===== src/design/rrq_pkg.sv =====
`timescale 1ns / 1ps

package rrq_pkg;

  localparam int DEPTH    = 16;
  localparam int IDX_W    = $clog2(DEPTH);
  localparam int CNT_W    = $clog2(DEPTH + 1);
  localparam int ELEM_W   = 16;
  localparam int CMD_W    = 2;
  localparam int STATUS_W = 2;

  typedef enum logic [CMD_W-1:0] {
    CMD_ADD    = 2'd0,
    CMD_REMOVE = 2'd1,
    CMD_NEXT   = 2'd2,
    CMD_NONE   = 2'd3
  } cmd_t;

  typedef enum logic [STATUS_W-1:0] {
    STATUS_OK      = 2'd0,
    STATUS_EMPTY   = 2'd1,
    STATUS_REMOVED = 2'd2,
    STATUS_FULL    = 2'd3
  } status_t;

  typedef struct packed {
    logic [CMD_W-1:0]  cmd;
    logic [ELEM_W-1:0] elem_in;
  } req_item_t;

  typedef struct packed {
    logic [ELEM_W-1:0]   elem_out;
    logic                has_elem;
    logic [STATUS_W-1:0] status;
    logic [CNT_W-1:0]    count_out;
  } rsp_item_t;

  typedef enum logic [3:0] {
    ST_IDLE,
    ST_EXEC,
    ST_ADD1,
    ST_ADD2,
    ST_ADD3,
    ST_RM1,
    ST_RM2,
    ST_RM3,
    ST_GN2,
    ST_GN3,
    ST_GN_OUT
  } state_t;

  // Read address sources for both memories.
  typedef enum logic {
    RSEL_BC,
    RSEL_LINK
  } rsel_t;

  typedef enum logic {
    WADDR_SLOT,
    WADDR_BC
  } waddr_sel_t;

  typedef enum logic {
    WDATA_SLOT,
    WDATA_LINK
  } wdata_sel_t;

  typedef enum logic [1:0] {
    USED_HOLD,
    USED_SET_SLOT,
    USED_CLR_BC,
    USED_CLR_CUR
  } used_op_t;

  typedef enum logic [1:0] {
    BC_HOLD,
    BC_SLOT,
    BC_LINK,
    BC_ZERO
  } bc_op_t;

  typedef enum logic [1:0] {
    CNT_HOLD,
    CNT_INC,
    CNT_DEC
  } cnt_op_t;

  typedef enum logic [1:0] {
    JR_HOLD,
    JR_SET,
    JR_CLR
  } jr_op_t;

  typedef struct packed {
    logic       latch_in;
    logic       latch_slot;
    logic       latch_cur;
    rsel_t      nl_rsel;
    rsel_t      es_rsel;
    logic       nl_we;
    waddr_sel_t nl_waddr_sel;
    wdata_sel_t nl_wdata_sel;
    logic       es_we;
    used_op_t   used_op;
    bc_op_t     bc_op;
    cnt_op_t    cnt_op;
    jr_op_t     jr_op;
    logic       out_load;
    status_t    res_status;
    logic       res_elem;
  } ctrl_cmd_t;

  typedef struct packed {
    logic [CMD_W-1:0] cmd;
    logic             cnt_zero;
    logic             cnt_one;
    logic             full;
    logic             jr;
    logic             out_hold;
  } dp_status_t;

endpackage


===== src/design/rrq_ctrl.sv =====
`timescale 1ns / 1ps

module rrq_ctrl (
  input  logic                clk,
  input  logic                rst,
  input  logic                req_valid,
  output logic                req_stall,
  input  rrq_pkg::dp_status_t stat,
  output rrq_pkg::ctrl_cmd_t  ctl
);

  rrq_pkg::state_t state;
  rrq_pkg::state_t state_next;

  assign req_stall = (state != rrq_pkg::ST_IDLE) || stat.out_hold;

  always_ff @(posedge clk) begin
    if (rst) begin
      state <= rrq_pkg::ST_IDLE;
    end else begin
      state <= state_next;
    end
  end

  always_comb begin
    state_next = state;
    unique case (state)
      rrq_pkg::ST_IDLE: begin
        if (req_valid && !req_stall) begin
          state_next = rrq_pkg::ST_EXEC;
        end
      end
      rrq_pkg::ST_EXEC: begin
        state_next = rrq_pkg::ST_IDLE;
        unique case (stat.cmd)
          rrq_pkg::CMD_ADD: begin
            if (!stat.full) begin
              state_next = stat.cnt_zero ? rrq_pkg::ST_ADD1 : rrq_pkg::ST_ADD2;
            end
          end
          rrq_pkg::CMD_REMOVE: begin
            if (!stat.cnt_zero && !stat.jr) begin
              state_next = stat.cnt_one ? rrq_pkg::ST_RM1 : rrq_pkg::ST_RM2;
            end
          end
          rrq_pkg::CMD_NEXT: begin
            if (!stat.cnt_zero) begin
              state_next = rrq_pkg::ST_GN2;
            end
          end
          default: begin
            state_next = rrq_pkg::ST_IDLE;
          end
        endcase
      end
      rrq_pkg::ST_ADD1:   state_next = rrq_pkg::ST_IDLE;
      rrq_pkg::ST_ADD2:   state_next = rrq_pkg::ST_ADD3;
      rrq_pkg::ST_ADD3:   state_next = rrq_pkg::ST_IDLE;
      rrq_pkg::ST_RM1:    state_next = rrq_pkg::ST_IDLE;
      rrq_pkg::ST_RM2:    state_next = rrq_pkg::ST_RM3;
      rrq_pkg::ST_RM3:    state_next = rrq_pkg::ST_IDLE;
      rrq_pkg::ST_GN2: begin
        state_next = stat.jr ? rrq_pkg::ST_GN_OUT : rrq_pkg::ST_GN3;
      end
      rrq_pkg::ST_GN3:    state_next = rrq_pkg::ST_GN_OUT;
      rrq_pkg::ST_GN_OUT: state_next = rrq_pkg::ST_IDLE;
      default:            state_next = rrq_pkg::ST_IDLE;
    endcase
  end

  always_comb begin
    ctl              = '0;
    ctl.nl_rsel      = rrq_pkg::RSEL_BC;
    ctl.es_rsel      = rrq_pkg::RSEL_BC;
    ctl.nl_waddr_sel = rrq_pkg::WADDR_SLOT;
    ctl.nl_wdata_sel = rrq_pkg::WDATA_SLOT;
    ctl.used_op      = rrq_pkg::USED_HOLD;
    ctl.bc_op        = rrq_pkg::BC_HOLD;
    ctl.cnt_op       = rrq_pkg::CNT_HOLD;
    ctl.jr_op        = rrq_pkg::JR_HOLD;
    ctl.res_status   = rrq_pkg::STATUS_OK;
    unique case (state)
      rrq_pkg::ST_IDLE: begin
        ctl.latch_in = req_valid && !req_stall;
      end
      rrq_pkg::ST_EXEC: begin
        unique case (stat.cmd)
          rrq_pkg::CMD_ADD: begin
            if (stat.full) begin
              ctl.out_load   = 1'b1;
              ctl.res_status = rrq_pkg::STATUS_FULL;
            end else begin
              // The link of the slot before current is read for the splice.
              ctl.latch_slot = 1'b1;
              ctl.nl_rsel    = rrq_pkg::RSEL_BC;
            end
          end
          rrq_pkg::CMD_REMOVE: begin
            if (stat.cnt_zero) begin
              ctl.out_load   = 1'b1;
              ctl.res_status = rrq_pkg::STATUS_EMPTY;
            end else if (stat.jr) begin
              ctl.out_load   = 1'b1;
              ctl.res_status = rrq_pkg::STATUS_REMOVED;
            end else begin
              ctl.nl_rsel = rrq_pkg::RSEL_BC;
              ctl.es_rsel = rrq_pkg::RSEL_BC;
            end
          end
          rrq_pkg::CMD_NEXT: begin
            if (stat.cnt_zero) begin
              ctl.out_load   = 1'b1;
              ctl.res_status = rrq_pkg::STATUS_EMPTY;
            end else begin
              ctl.nl_rsel = rrq_pkg::RSEL_BC;
            end
          end
          default: begin
            ctl.out_load = 1'b1;
          end
        endcase
      end
      rrq_pkg::ST_ADD1: begin
        ctl.nl_we        = 1'b1;
        ctl.nl_waddr_sel = rrq_pkg::WADDR_SLOT;
        ctl.nl_wdata_sel = rrq_pkg::WDATA_SLOT;
        ctl.es_we        = 1'b1;
        ctl.used_op      = rrq_pkg::USED_SET_SLOT;
        ctl.bc_op        = rrq_pkg::BC_SLOT;
        ctl.cnt_op       = rrq_pkg::CNT_INC;
        ctl.jr_op        = rrq_pkg::JR_CLR;
        ctl.out_load     = 1'b1;
      end
      rrq_pkg::ST_ADD2: begin
        ctl.nl_we        = 1'b1;
        ctl.nl_waddr_sel = rrq_pkg::WADDR_SLOT;
        ctl.nl_wdata_sel = rrq_pkg::WDATA_LINK;
        ctl.es_we        = 1'b1;
        ctl.used_op      = rrq_pkg::USED_SET_SLOT;
      end
      rrq_pkg::ST_ADD3: begin
        ctl.nl_we        = 1'b1;
        ctl.nl_waddr_sel = rrq_pkg::WADDR_BC;
        ctl.nl_wdata_sel = rrq_pkg::WDATA_SLOT;
        ctl.bc_op        = rrq_pkg::BC_SLOT;
        ctl.cnt_op       = rrq_pkg::CNT_INC;
        ctl.jr_op        = rrq_pkg::JR_CLR;
        ctl.out_load     = 1'b1;
      end
      rrq_pkg::ST_RM1: begin
        ctl.used_op  = rrq_pkg::USED_CLR_BC;
        ctl.bc_op    = rrq_pkg::BC_ZERO;
        ctl.cnt_op   = rrq_pkg::CNT_DEC;
        ctl.jr_op    = rrq_pkg::JR_SET;
        ctl.out_load = 1'b1;
        ctl.res_elem = 1'b1;
      end
      rrq_pkg::ST_RM2: begin
        ctl.latch_cur = 1'b1;
        ctl.nl_rsel   = rrq_pkg::RSEL_LINK;
        ctl.es_rsel   = rrq_pkg::RSEL_LINK;
      end
      rrq_pkg::ST_RM3: begin
        ctl.nl_we        = 1'b1;
        ctl.nl_waddr_sel = rrq_pkg::WADDR_BC;
        ctl.nl_wdata_sel = rrq_pkg::WDATA_LINK;
        ctl.used_op      = rrq_pkg::USED_CLR_CUR;
        ctl.cnt_op       = rrq_pkg::CNT_DEC;
        ctl.jr_op        = rrq_pkg::JR_SET;
        ctl.out_load     = 1'b1;
        ctl.res_elem     = 1'b1;
      end
      rrq_pkg::ST_GN2: begin
        ctl.es_rsel = rrq_pkg::RSEL_LINK;
        if (!stat.jr) begin
          ctl.bc_op   = rrq_pkg::BC_LINK;
          ctl.nl_rsel = rrq_pkg::RSEL_LINK;
        end
      end
      rrq_pkg::ST_GN3: begin
        ctl.es_rsel = rrq_pkg::RSEL_LINK;
      end
      rrq_pkg::ST_GN_OUT: begin
        ctl.jr_op    = rrq_pkg::JR_CLR;
        ctl.out_load = 1'b1;
        ctl.res_elem = 1'b1;
      end
      default: begin
        ctl.latch_in = 1'b0;
      end
    endcase
  end

endmodule


===== src/design/rrq_dpath.sv =====
`timescale 1ns / 1ps

module rrq_dpath (
  input  logic                clk,
  input  logic                rst,
  input  rrq_pkg::req_item_t  req,
  output rrq_pkg::rsp_item_t  rsp,
  output logic                rsp_valid,
  input  logic                rsp_stall,
  input  rrq_pkg::ctrl_cmd_t  ctl,
  output rrq_pkg::dp_status_t stat
);

  logic [rrq_pkg::IDX_W-1:0]  next_link [rrq_pkg::DEPTH];
  logic [rrq_pkg::ELEM_W-1:0] elem_store [rrq_pkg::DEPTH];

  logic [rrq_pkg::CMD_W-1:0]  cmd_q;
  logic [rrq_pkg::ELEM_W-1:0] elem_q;
  logic [rrq_pkg::IDX_W-1:0]  slot;
  logic [rrq_pkg::IDX_W-1:0]  cur;
  logic [rrq_pkg::IDX_W-1:0]  before_current;
  logic [rrq_pkg::CNT_W-1:0]  count;
  logic [rrq_pkg::CNT_W-1:0]  count_next;
  logic                       just_removed;
  logic [rrq_pkg::DEPTH-1:0]  slot_used;

  logic [rrq_pkg::IDX_W-1:0]  link_rd;
  logic [rrq_pkg::ELEM_W-1:0] elem_rd;
  logic [rrq_pkg::IDX_W-1:0]  nl_raddr;
  logic [rrq_pkg::IDX_W-1:0]  es_raddr;
  logic [rrq_pkg::IDX_W-1:0]  nl_waddr;
  logic [rrq_pkg::IDX_W-1:0]  nl_wdata;
  logic [rrq_pkg::IDX_W-1:0]  free_slot;

  // Lowest-numbered slot that is not in use.
  always_comb begin
    free_slot = '0;
    for (int i = rrq_pkg::DEPTH - 1; i >= 0; i--) begin
      if (!slot_used[i]) begin
        free_slot = rrq_pkg::IDX_W'(i);
      end
    end
  end

  assign nl_raddr = (ctl.nl_rsel == rrq_pkg::RSEL_LINK) ? link_rd : before_current;
  assign es_raddr = (ctl.es_rsel == rrq_pkg::RSEL_LINK) ? link_rd : before_current;
  assign nl_waddr = (ctl.nl_waddr_sel == rrq_pkg::WADDR_BC) ? before_current : slot;
  assign nl_wdata = (ctl.nl_wdata_sel == rrq_pkg::WDATA_LINK) ? link_rd : slot;

  always_ff @(posedge clk) begin
    if (ctl.nl_we) begin
      next_link[nl_waddr] <= nl_wdata;
    end
    link_rd <= next_link[nl_raddr];
  end

  always_ff @(posedge clk) begin
    if (ctl.es_we) begin
      elem_store[slot] <= elem_q;
    end
    elem_rd <= elem_store[es_raddr];
  end

  always_ff @(posedge clk) begin
    if (ctl.latch_in) begin
      cmd_q  <= req.cmd;
      elem_q <= req.elem_in;
    end
    if (ctl.latch_slot) begin
      slot <= free_slot;
    end
    if (ctl.latch_cur) begin
      cur <= link_rd;
    end
  end

  always_comb begin
    unique case (ctl.cnt_op)
      rrq_pkg::CNT_INC: count_next = count + 1'b1;
      rrq_pkg::CNT_DEC: count_next = count - 1'b1;
      default:          count_next = count;
    endcase
  end

  always_ff @(posedge clk) begin
    if (rst) begin
      before_current <= '0;
      count          <= '0;
      just_removed   <= 1'b0;
      slot_used      <= '0;
    end else begin
      count <= count_next;
      unique case (ctl.bc_op)
        rrq_pkg::BC_SLOT: before_current <= slot;
        rrq_pkg::BC_LINK: before_current <= link_rd;
        rrq_pkg::BC_ZERO: before_current <= '0;
        default:          before_current <= before_current;
      endcase
      unique case (ctl.jr_op)
        rrq_pkg::JR_SET: just_removed <= 1'b1;
        rrq_pkg::JR_CLR: just_removed <= 1'b0;
        default:         just_removed <= just_removed;
      endcase
      unique case (ctl.used_op)
        rrq_pkg::USED_SET_SLOT: slot_used[slot]           <= 1'b1;
        rrq_pkg::USED_CLR_BC:   slot_used[before_current] <= 1'b0;
        rrq_pkg::USED_CLR_CUR:  slot_used[cur]            <= 1'b0;
        default:                slot_used                 <= slot_used;
      endcase
    end
  end

  // Output register; a held result keeps its payload until taken.
  always_ff @(posedge clk) begin
    if (rst) begin
      rsp_valid <= 1'b0;
    end else if (ctl.out_load) begin
      rsp_valid <= 1'b1;
    end else if (!rsp_stall) begin
      rsp_valid <= 1'b0;
    end
  end

  always_ff @(posedge clk) begin
    if (ctl.out_load) begin
      rsp.elem_out  <= ctl.res_elem ? elem_rd : '0;
      rsp.has_elem  <= ctl.res_elem;
      rsp.status    <= ctl.res_status;
      rsp.count_out <= count_next;
    end
  end

  assign stat.cmd      = cmd_q;
  assign stat.cnt_zero = (count == '0);
  assign stat.cnt_one  = (count == rrq_pkg::CNT_W'(1));
  assign stat.full     = (count >= rrq_pkg::CNT_W'(rrq_pkg::DEPTH));
  assign stat.jr       = just_removed;
  assign stat.out_hold = rsp_valid && rsp_stall;

endmodule


===== src/design/round_robin_ring_queue_top.sv =====
// Round-robin ring of element IDs. Each request is add, remove-current or
// get-next, and each gives exactly one response with the element (if any), a
// status code and the element count after the step. Requests are handled one
// at a time: refusals (full, empty, already removed) and unused commands are
// answered from the execute state; add to an empty ring takes ADD1, removing
// the last element RM1, other adds ADD2 and ADD3, other removes RM2 and RM3,
// and get-next GN2, GN3 (skipped right after a removal) and GN_OUT, as the
// link and element memories each have one registered read port, through
// which the chain of link lookups is walked one read per cycle. A response
// waiting in the output register stalls new requests until taken.
`timescale 1ns / 1ps

module round_robin_ring_queue_top (
  input  logic               clk,
  input  logic               rst,
  input  logic               req_valid,
  output logic               req_stall,
  input  rrq_pkg::req_item_t req,
  output logic               rsp_valid,
  input  logic               rsp_stall,
  output rrq_pkg::rsp_item_t rsp
);

  rrq_pkg::ctrl_cmd_t  ctl;
  rrq_pkg::dp_status_t stat;

  rrq_ctrl u_ctrl (
    .clk       (clk),
    .rst       (rst),
    .req_valid (req_valid),
    .req_stall (req_stall),
    .stat      (stat),
    .ctl       (ctl)
  );

  rrq_dpath u_dpath (
    .clk       (clk),
    .rst       (rst),
    .req       (req),
    .rsp       (rsp),
    .rsp_valid (rsp_valid),
    .rsp_stall (rsp_stall),
    .ctl       (ctl),
    .stat      (stat)
  );

endmodule


===== config.mk =====
export PLATFORM = sky130hd
export DESIGN_NAME = round_robin_ring_queue_top
export DESIGN_NICKNAME = d
export VERILOG_FILES = /design/src/design/rrq_pkg.sv /design/src/design/rrq_ctrl.sv /design/src/design/rrq_dpath.sv /design/src/design/round_robin_ring_queue_top.sv
export SDC_FILE = /design/constraint.sdc
export NUM_CORES = 1
export LEC_CHECK = 0
export BUFFER_PORTS_ARGS = -buffer_cell sky130_fd_sc_hd__buf_2
export CAP_MARGIN = 20
export CORE_MARGIN = 1
export CORE_UTILIZATION = 37
export CTS_BUF_LIST = sky130_fd_sc_hd__clkbuf_8
export CTS_CLUSTER_SIZE = 8
export DETAILED_ROUTE_END_ITERATION = 12
export GPL_TIMING_DRIVEN = 0
export HOLD_SLACK_MARGIN = 0.03
export SLEW_MARGIN = 25
export SYNTH_ARGS = -nofsm -noshare
export SYNTH_HDL_FRONTEND = slang
export SYNTH_SLANG_ARGS = --single-unit

===== constraint.sdc =====
create_clock -name clk -period 12.4 [get_ports clk]
set_input_delay 0.62 -clock clk [delete_from_list [all_inputs] [get_ports clk]]
set_output_delay 0.62 -clock clk [all_outputs]
set_load 0.05 [all_outputs]

* Word-level counts from Yosys, hierarchy flattened
Memory sizes are Yosys's and may differ from the RTL's. A register that Yosys moved wholly into a read port is not among the register bits.
Cells that the tools add are included.
** Storage, ports and cells
- Register bits after elaboration :: 81
- Bits in writable memories :: 320
- Output and inout bits :: 26
- Logic and storage cells :: 152
- Memories kept :: 2
** Memories
- u_dpath.elem_store :: words 16, width 16, rd ports 1, clocked after memory_dff 1, wr ports 1, line rrq_dpath.sv:15 : logic [rrq_pkg::ELEM_W-1:0] elem_store [rrq_pkg::DEPTH];
- u_dpath.next_link :: words 16, width 4, rd ports 1, clocked after memory_dff 1, wr ports 1, line rrq_dpath.sv:14 : logic [rrq_pkg::IDX_W-1:0] next_link [rrq_pkg::DEPTH];
** Operators by class
- Add/sub/neg operators :: 2
- Order comparisons :: 7
- Equality and inequality tests :: 25
- Mux-type cells :: 67
- Bitwise gates (word level) :: 5
- Reduce and logical (&&, ||, !) cells :: 27
** Operators with widths (number)
- 2-to-1 mux 4 bit :: 16
- one-hot mux 16 bit (3 select lines) :: 1
- bitwise AND 16 bit :: 2
- NOT 16 bit :: 2
- 2-to-1 mux 3 bit :: 8
- one-hot mux 4 bit (3 select lines) :: 2
- one-hot mux 4 bit (6 select lines) :: 1
- 2-to-1 mux 1 bit :: 20
- one-hot mux 2 bit (3 select lines) :: 3
- equality test 4 x 3 -> 1 bit (second input constant) :: 4
- bitwise OR 16 bit :: 1
- < comparator 4 x 5 -> 1 bit (second input constant) :: 3
- equality test 2 bit (second input constant) :: 7
- demux 1 bit (select 4 bit) :: 3
- equality test 4 bit (second input constant) :: 3
- >= comparator 4 x 1 -> 1 bit (second input constant) :: 3
- one-hot mux 3 bit (4 select lines) :: 1
- equality test 2 x 1 -> 1 bit (second input constant) :: 5
- 2-to-1 mux 2 bit :: 5
- one-hot mux 5 bit (2 select lines) :: 1
- OR reduction 3 bit :: 3
- equality test 4 x 2 -> 1 bit (second input constant) :: 2
- one-hot mux 2 bit (2 select lines) :: 2
- AND reduction 8 bit :: 1
- other kinds (21) :: 34

* Longest topological paths before layout
Gate-level depths: netlist (run 1).
- Word-level depth :: 15
- Mapped depth :: 12
- Depth with buffers taken out :: 10

* Modules after synthesis
From an unflattened synthesis (run 1), not the netlist that was laid out.
** Unflattened totals
- Cell total of the unflattened synthesis :: 975
- Area, all modules :: 16876.2 um^2
** By module, submodules not included
- rrq_dpath :: instances 1, cells each 888, area each 16244.3 um^2, sequential area each 12051.6 um^2
- rrq_ctrl :: instances 1, cells each 87, area each 631.9 um^2, sequential area each 80.1 um^2

* Least setup slack after synthesis (run 1)
No wires, ideal clock.
- Path kind :: register to register
- Start :: register u_dpath.count[2] (netlist bit)
- End :: register u_dpath.rsp[0] (netlist name)
- Library setup time :: 494 ps
- Arrival time :: 4212 ps
- Required time :: 11906 ps
- Path slack :: 7694 ps
- Cell stages (with the launch flop) :: 7
- Buffers on the path :: 1
- Cell sequence :: dfxtp_1 > clkbuf_1 > nor2_1 > nand3_1 > mux2_2 > nor2b_1 > o311ai_0
** RTL lines
- start, declared :: line rrq_dpath.sv:22 : logic [rrq_pkg::CNT_W-1:0] count;
- start signal, assigned :: line rrq_dpath.sv:92 : count <= count_next;

* Worst setup path after layout (run 1)
- Start :: register u_ctrl.state[0]
- End :: register u_dpath.elem_rd[9] (netlist bit), read port of u_dpath.elem_store
** On the way
- Word-level cells in the longest chain between the ends :: 4
- Elaborated cells between the ends (all ways) :: 6
- Classes of those cells :: eq/ne: 3; mux: 2; reduce/logical: 1
** Ends and longest elaborated chain
- start, declared :: line rrq_ctrl.sv:12 : rrq_pkg::state_t state;
- start signal, assigned :: line rrq_ctrl.sv:19 : state <= rrq_pkg::ST_IDLE;
- start signal, assigned :: line rrq_ctrl.sv:21 : state <= state_next;
- equality test 4 x 3 -> 1 bit / equality test 4 bit (equally long branches) :: line rrq_ctrl.sv:82 : unique case (state)
- OR reduction 3 bit (no line) (*)
- 2-to-1 mux 1 bit (*)
- 2-to-1 mux 4 bit (*) :: line rrq_dpath.sv:46 : assign es_raddr = (ctl.es_rsel == rrq_pkg::RSEL_LINK) ? link_rd : before_current;
- end, declared :: line rrq_dpath.sv:28 : logic [rrq_pkg::ELEM_W-1:0] elem_rd;
Mark *: on every way between the ends. The rest lies on a longest branch, timed or not.
A chain may end at the register's enable or synchronous reset.

==> results.py, run 1 <==
metrics = {
    "synth": {
        "synth_nets": 1183,
        "syn_avg_cell_area_um2": 14.87,
        "synth_top_area_share_pct": 64.77,
        "netlist_instances": 1154,
        "syn-cell-area_um2": 17160,
        "yosys-top-cells-area": "edfxtp_1, mux2i_1, dfxtp_1",
        "synth.most_common_cell": "edfxtp_1",
        "ys_seq_area_share_pct": 70.72,
        "synth_edf_count": 370,
        "ys_warn_count": 0,
        "synth.distinct_cells": 55,
        "yosysTopAreaCell": "edfxtp_1",
        "ys.flop_type": "edfxtp_1",
        "ys_top_cells_by_count": "edfxtp_1, mux2i_1, nor2_1, nand2_1, dfxtp_1",
        "postSynth.asyncResetShare_pct": 0,
        "ys_seq_elements": 421,
    },
    "sta": {
        "fin_crit_sh_pct": 30.82,
        "max_freq_mhz": 261.7,
        "rsz0062_at_grt": "no",
        "fin_worst_skew_ns": 0.03735,
        "post-route-min-period_ns": 3.822,
        "hold_violations": 0,
        "relSlewSlack_pct": 26.96,
        "maxSlewViolCount": 0,
        "worst_pin_slew_ns": 1.096,
        "setup-violations-final": 0,
        "tns_ns": 0,
    },
    "setup_path": {
        "worst_setup_path_end_kind": "register",
        "worstPathCellList": "clkbuf_1, or3b_2, o22ai_1, a221oi_1, clkbuf_1, clkbuf_1, nand2_1, o2111ai_1, nand3_1",
        "path_class": "register to register",
        "crit_path_top_delay_cell": "a221oi_1",
        "critPathMaxStageDelay_ns": 0.95,
        "worstPathRequired_ns": 12.82,
        "path_max_fanout": 10,
        "worst_path_most_repeated_cell": "clkbuf_1",
        "cp.arrival_ns": 4.25,
        "start_kind": "register",
    },
    "flow_run": {
        "maxCapViolations": 0,
    },
    "power": {
        "p_int_mw": 2.226,
        "switchingPower_mw": 0.6290,
        "power_density_nw_per_um2": 144.0,
        "irDropWorstVdd_uv": 78.39,
        "switching_share_pct": 22.03,
        "clkPwrFrac_pct": 41.7,
        "p_comb_share_pct": 2.6,
        "pwr-share-seq_pct": 55.6,
        "p_leak_nw": 7.239,
    },
    "cells_and_area": {
        "final_cell_count_no_fill": 1947,
        "nNetsFinal": 1322,
        "multi_input_area_um2": 4771,
        "antenna_cells": 0,
        "drive_gt1_share_pct": 17.82,
        "syn2layout_area_growth_pct": 15.57,
        "n_fill_cell": 4033,
        "seq_area_um2": 12130,
    },
    "place": {
        "port_buffers": 46,
        "gp_congestion": 0.8539,
        "place_inst": 1819,
        "hpwl_mm": 26.92,
    },
    "die": {
        "start_util_pct": 37.64,
        "ios": 48,
        "design.core.area_um2": 45580,
        "die_x_um": 217.3,
        "die-area_um2": 47230,
        "num_rows": 78,
        "die_h_um": 217.3,
    },
    "global_route": {
        "grt_max_degree": 18,
        "first_global_vias": 10356,
        "grt_pass1_wl_mm": 61.90,
        "overflow": 0,
        "grt_antenna_before_repair": 0,
        "grt_usage_pct": 17.51,
    },
    "detailed_routing": {
        "antenna_left": 0,
        "num_vias": 10288,
        "firstDrtPassIters": 6,
        "wl_mm": 40.49,
        "vias_per_cell": 5.284,
        "drtIter0Drc": 970,
        "post_drt_wl_per_cell_um": 20.80,
        "drc": 0,
    },
    "outcome": {
        "status": "completed",
    },
    "clock_tree": {
        "ctsResizeCount": 0,
        "cts_sinks": 421,
        "htreeDepth": 3,
        "insertion_delay_ns": 0.61,
        "cts-buffers-inserted": 72,
        "ctsLongestPathBuffers": 3,
        "cts.reportedPaths.clkPinSlew_ns": 0.06,
        "postCtsSetupRepairBufs": 0,
        "holdBufCountCts": 0,
        "root_buffer": "clkbuf_8",
        "tritoncts": "yes",
    },
    "hold_path": {
        "min-delay-path-class": "primary input to register",
    },
}
cell usage in the layout, fill, tap and decap left out, types with 24 or more instances in the layout:
cell type | netlist | layout
a21oi_1 | 40 | 39
dfxtp_1 | 51 | 51
nand2_1 | 54 | 54
nor2b_1 | 27 | 27
mux2i_1 | 165 | 165
edfxtp_1 | 370 | 370
o21ai_0 | 25 | 24
buf_2 | 15 | 61
mux2_2 | 36 | 36
inv_1 | 22 | 44
clkbuf_8 | 0 | 81
nor2_1 | 75 | 63
clkbuf_1 | 44 | 44
o22ai_1 | 30 | 30
worst max-delay path: cells and delay by family (launching register included):
family,cells,cell delay [ns]
AO/OA/AOI/OAI,3,1.25
buffers and inverters,3,1.51
AND/OR/NAND/NOR,3,0.59
flip-flops,1,0.31
sequential cells by signal (all words and copies together) (netlist names), 2 cells and up:
name	flops
u_dpath.before_current	4
u_dpath.slot_used	16
u_dpath.link_rd	4
u_dpath.elem_rd	16
u_dpath.elem_store	256
u_dpath.rsp	24
u_dpath.cur	4
u_ctrl.state	4
u_dpath.next_link	64
u_dpath.count	5
u_dpath.slot	4
u_dpath.elem_q	16
u_dpath.cmd_q	2
metrics by stage:
| stage | worst slack [ns] | area (um^2) | util (%) | total power [mW] | hold WS (ns) |
|---|---|---|---|---|---|
| global route | 8.414 | 19830 | 43.50 | 2.954 | 0.1525 |
| CTS | 8.621 | 19830 | 43.50 | 2.886 | 0.1411 |
| finish | 8.578 | 19830 | 43.50 | 2.855 | 0.1832 |
| global placement | 5.019 | 18140 | 39.79 | 1.688 | 0.4288 |
| floorplan | 7.694 | 17160 | - | 1.654 | 0.4064 |
| detailed placement | 8.654 | 18450 | 40.47 | 1.693 | 0.4247 |
layout make-up:
| cell class | instances | share of cell area [%] |
|---|---|---|
| repair buffers | 65 | 2.152 |
| well taps | 600 | 3.786 |
| plain buffers | 65 | 1.414 |
| multi-input cells | 645 | 24.06 |
| clock inverters | 47 | 1.338 |
| clock buffers | 81 | 5.623 |
| inverters | 23 | 0.4354 |
| flip-flops and latches | 421 | 61.19 |
per-layer routing:
layer	vias up	global-route usage [%]	wire, um
li1	4772	-	-
met1	5068	23.17	17720
met2	372	27.84	19040
met3	76	3.718	2618
met4	0	7.418	1113
met5	-	0	0
power by group through the flow:
stage	Combinational (mW)	Sequential [mW]	Clock [mW]
6_report	0.0751	1.59	1.19
5_1_grt	0.0809	1.59	1.28
4_1_cts	0.0758	1.59	1.22
2_1_floorplan	0.0312	1.62	0
3_3_place_gp	0.0695	1.62	0
3_5_place_dp	0.0754	1.62	0
path summary, 6_finish.rpt:
check | slack, ns | start | endpoint | depth (start not counted)
max | 8.58 | u_ctrl.state[0] | u_dpath.elem_rd[9] | 9
min | 0.18 | req[2] | u_dpath.elem_q[2] | 1
max reg2reg | 8.58 | u_ctrl.state[0] | u_dpath.elem_rd[9] | 9
min reg2reg | 0.42 | u_dpath.link_rd[3] | u_dpath.cur[3] | 0
kinds of logic after synthesis:
family | synth area share [%]
flops | 70.72
simple gates | 6.477
compound gates | 8.037
mux | 12.07
buf+inv | 2.137
fa+ha+maj | 0.5105
xor+xnor | 0.05106
Note: power is estimated with default switching activity, not from simulation.
==> run 2, diff against run 1 <==
Clock period 12.4 ns to 3.2 ns, I/O delays scaled along.
==> run 2 against run 1 <==
  * Via count is 1.2% higher
  * Combinational power grew to 4.2 times the previous value
  * Power grew to 3.8 times the previous value
  * Sequential power grew to 3.9 times the previous value
  * Hold slack worse by 0.011 ns
  * Core utilization is 0.75 points higher
  * Fmax is 23% higher
  * Cell count is 1.1% higher
  * Count of clock-buffer cells in the layout stayed put
  * Clock skew is 0.017 ns lower
  * Flip-flop and latch count stayed put
  * Final area is 1.7% higher
  * Critical endpoint unchanged
==> results.py, run 2 (same netlist as run 1, synthesis figures left out) <==
metrics = {
    "power": {
        "power_density_nw_per_um2": 543.0,
        "p_leak_nw": 7.444,
        "finalPower_mw": 10.95,
        "irDropWorstVdd_uv": 677.3,
    },
    "cells_and_area": {
        "nNetsFinal": 1344,
        "syn2layout_area_growth_pct": 17.58,
        "layout_commonest_cell": "edfxtp_1",
        "largest_reg_flops": 256,
        "reg.largest.list": "u_dpath.elem_store: 256 flops, u_dpath.next_link: 64 flops, u_dpath.rsp: 24 flops",
        "top_register": "u_dpath.elem_store",
        "n_fill_cell": 4057,
        "antenna_cells": 0,
        "drive_gt1_share_pct": 19.28,
        "final_cell_mix": "edfxtp_1, mux2i_1, clkbuf_8, nor2_1",
    },
    "clock_tree": {
        "tritoncts": "yes",
        "root_buffer": "clkbuf_8",
        "cts.reportedPaths.clkPinSlew_ns": 0.06,
        "cts-buffers-inserted": 70,
        "cts_sinks": 421,
        "insertion_delay_ns": 0.61,
        "ctsLongestPathBuffers": 3,
        "htreeDepth": 3,
    },
    "detailed_routing": {
        "firstDrtPassIters": 6,
        "antenna_left": 0,
        "vias_per_cell": 5.286,
        "wl_mm": 40.11,
        "drc": 0,
        "post_drt_wl_per_cell_um": 20.37,
        "num_vias": 10409,
        "drtIter0Drc": 1009,
    },
    "sta": {
        "fin_crit_sh_pct": 97.44,
        "post-route-min-period_ns": 3.118,
        "whs_ns": 0.1723,
        "maxSlewViolCount": 0,
        "relSlewSlack_pct": 36.70,
        "setup-violations-final": 0,
        "worst_pin_slew_ns": 0.9479,
        "tns_ns": 0,
        "max_freq_mhz": 320.7,
        "post-route-worst-setup-slack_ns": 0.08195,
        "hold_violations": 0,
        "fin_worst_skew_ns": 0.02081,
    },
    "die": {
        "die_x_um": 217.3,
        "die-area_um2": 47230,
        "die_h_um": 217.3,
        "ios": 48,
        "num_rows": 78,
        "start_util_pct": 37.64,
        "design.core.area_um2": 45580,
    },
    "global_route": {
        "grt_antenna_before_repair": 0,
        "overflow": 0,
        "grt_usage_pct": 17.05,
        "first_global_vias": 10115,
        "grt_pass1_wl_mm": 60.10,
        "grt_max_degree": 18,
    },
    "place": {
        "place_ws_ns": -0.6715,
        "gp_congestion": 0.9039,
        "hpwl_mm": 26.62,
        "port_buffers": 46,
    },
    "setup_path": {
        "path_class": "register to register",
        "cp.arrival_ns": 3.56,
        "path_max_fanout": 10,
        "start_kind": "register",
        "worstPathRequired_ns": 3.64,
        "startpoint": "u_ctrl.state[0]",
        "endpoint": "u_dpath.elem_rd[9]",
        "rr_worst_depth": 10,
        "rr_startpoint": "u_ctrl.state[0]",
        "r2r_setup_slack_ns": 0.08,
        "reg2reg_to": "u_dpath.elem_rd[9]",
        "worst_setup_path_end_kind": "register",
    },
    "flow_run": {
        "maxCapViolations": 0,
    },
    "hold_path": {
        "min-delay-path-class": "primary input to register",
    },
    "outcome": {
        "status": "completed",
    },
}
run 2: cell count changes in the layout (fill, tap and decap cells not counted), moves of 3 or more:
cell / delta
buf_2: -7
clkbuf_1: -15
buf_6: +3
inv_1: +10
clkinv_1: -11
clkbuf_4: +5
dlygate4sd3_1: +20
buf_4: +4
clkbuf_2: +12
run 2: area by class of cell:
cell class,count,area [um^2],area share [%]
multi-input cells,645,4820,23.89
clock buffers,81,1115,5.527
inverters,23,90.09,0.4466
plain buffers,64,331.6,1.644
flip-flops and latches,421,12130,60.14
well taps,600,750.7,3.722
clock inverters,45,235.2,1.166
repair buffers,90,696.9,3.455
run 2: stage by stage:
stage / utilization [%] / area [um^2] / cells
2_1_floorplan: - / 17160 / 1154
3_3_place_gp: 39.81 / 18140 / 1800
3_5_place_dp: 40.48 / 18450 / 1817
4_1_cts: 44.00 / 20050 / 1963
5_1_grt: 44.26 / 20170 / 1969
6_report: 44.26 / 20170 / 1969
run 2: metal layers:
metal	part of all wire (%)	GRT usage [%]
met1	45	22.66
met2	47	27.58
met3	5.7	3.173
met4	2.5	6.690
met5	0	0
run 2: report_power, final:
part           leakage, nW  internal [mW]  switching (mW)
sequential            3.77           6.05           0.104
clock                0.803           2.40            2.08
combinational         2.87          0.102           0.211
run 2: repair_timing:
| action | 4_1_cts | 5_1_grt |
|---|---|---|
| pin swaps | 1 | 1 |
| resized for setup | 23 | 20 |
| cloned | 0 | 1 |
| endpoints found under the setup margin | 20 | 26 |
| hold buffers | 20 | 0 |
| buffers inserted | 1 | 5 |
| endpoints found under the hold margin | 24 | 0 |
run 2: critical path, cell delays in order (launching register included):
cell and delay (ns):
dfxtp_1 0.29, clkbuf_1 0.21, or3b_2 0.57, o22ai_1 0.15, a22o_2 0.32, clkbuf_4 0.30, buf_4 0.27, mux2i_1 0.22
mux2i_1 0.09, a22oi_1 0.30, nand3_1 0.22
run 2: how the worst min path moves through the flow:
| stage | startpoint | end | slack, ns | depth (start not counted) |
|---|---|---|---|---|
| after global routing | req_valid | u_dpath.elem_q[0] | 0.16 | 2 |
| after CTS | req_valid | u_dpath.elem_q[0] | 0.13 | 2 |
| after global placement | req[14] | u_dpath.elem_q[14] | 0.34 | 1 |
| final | req_valid | u_dpath.elem_q[0] | 0.17 | 2 |
| after floorplan | req[16] | u_dpath.cmd_q[0] | 0.26 | 0 |
| after detailed placement | req[4] | u_dpath.elem_q[4] | 0.34 | 1 |
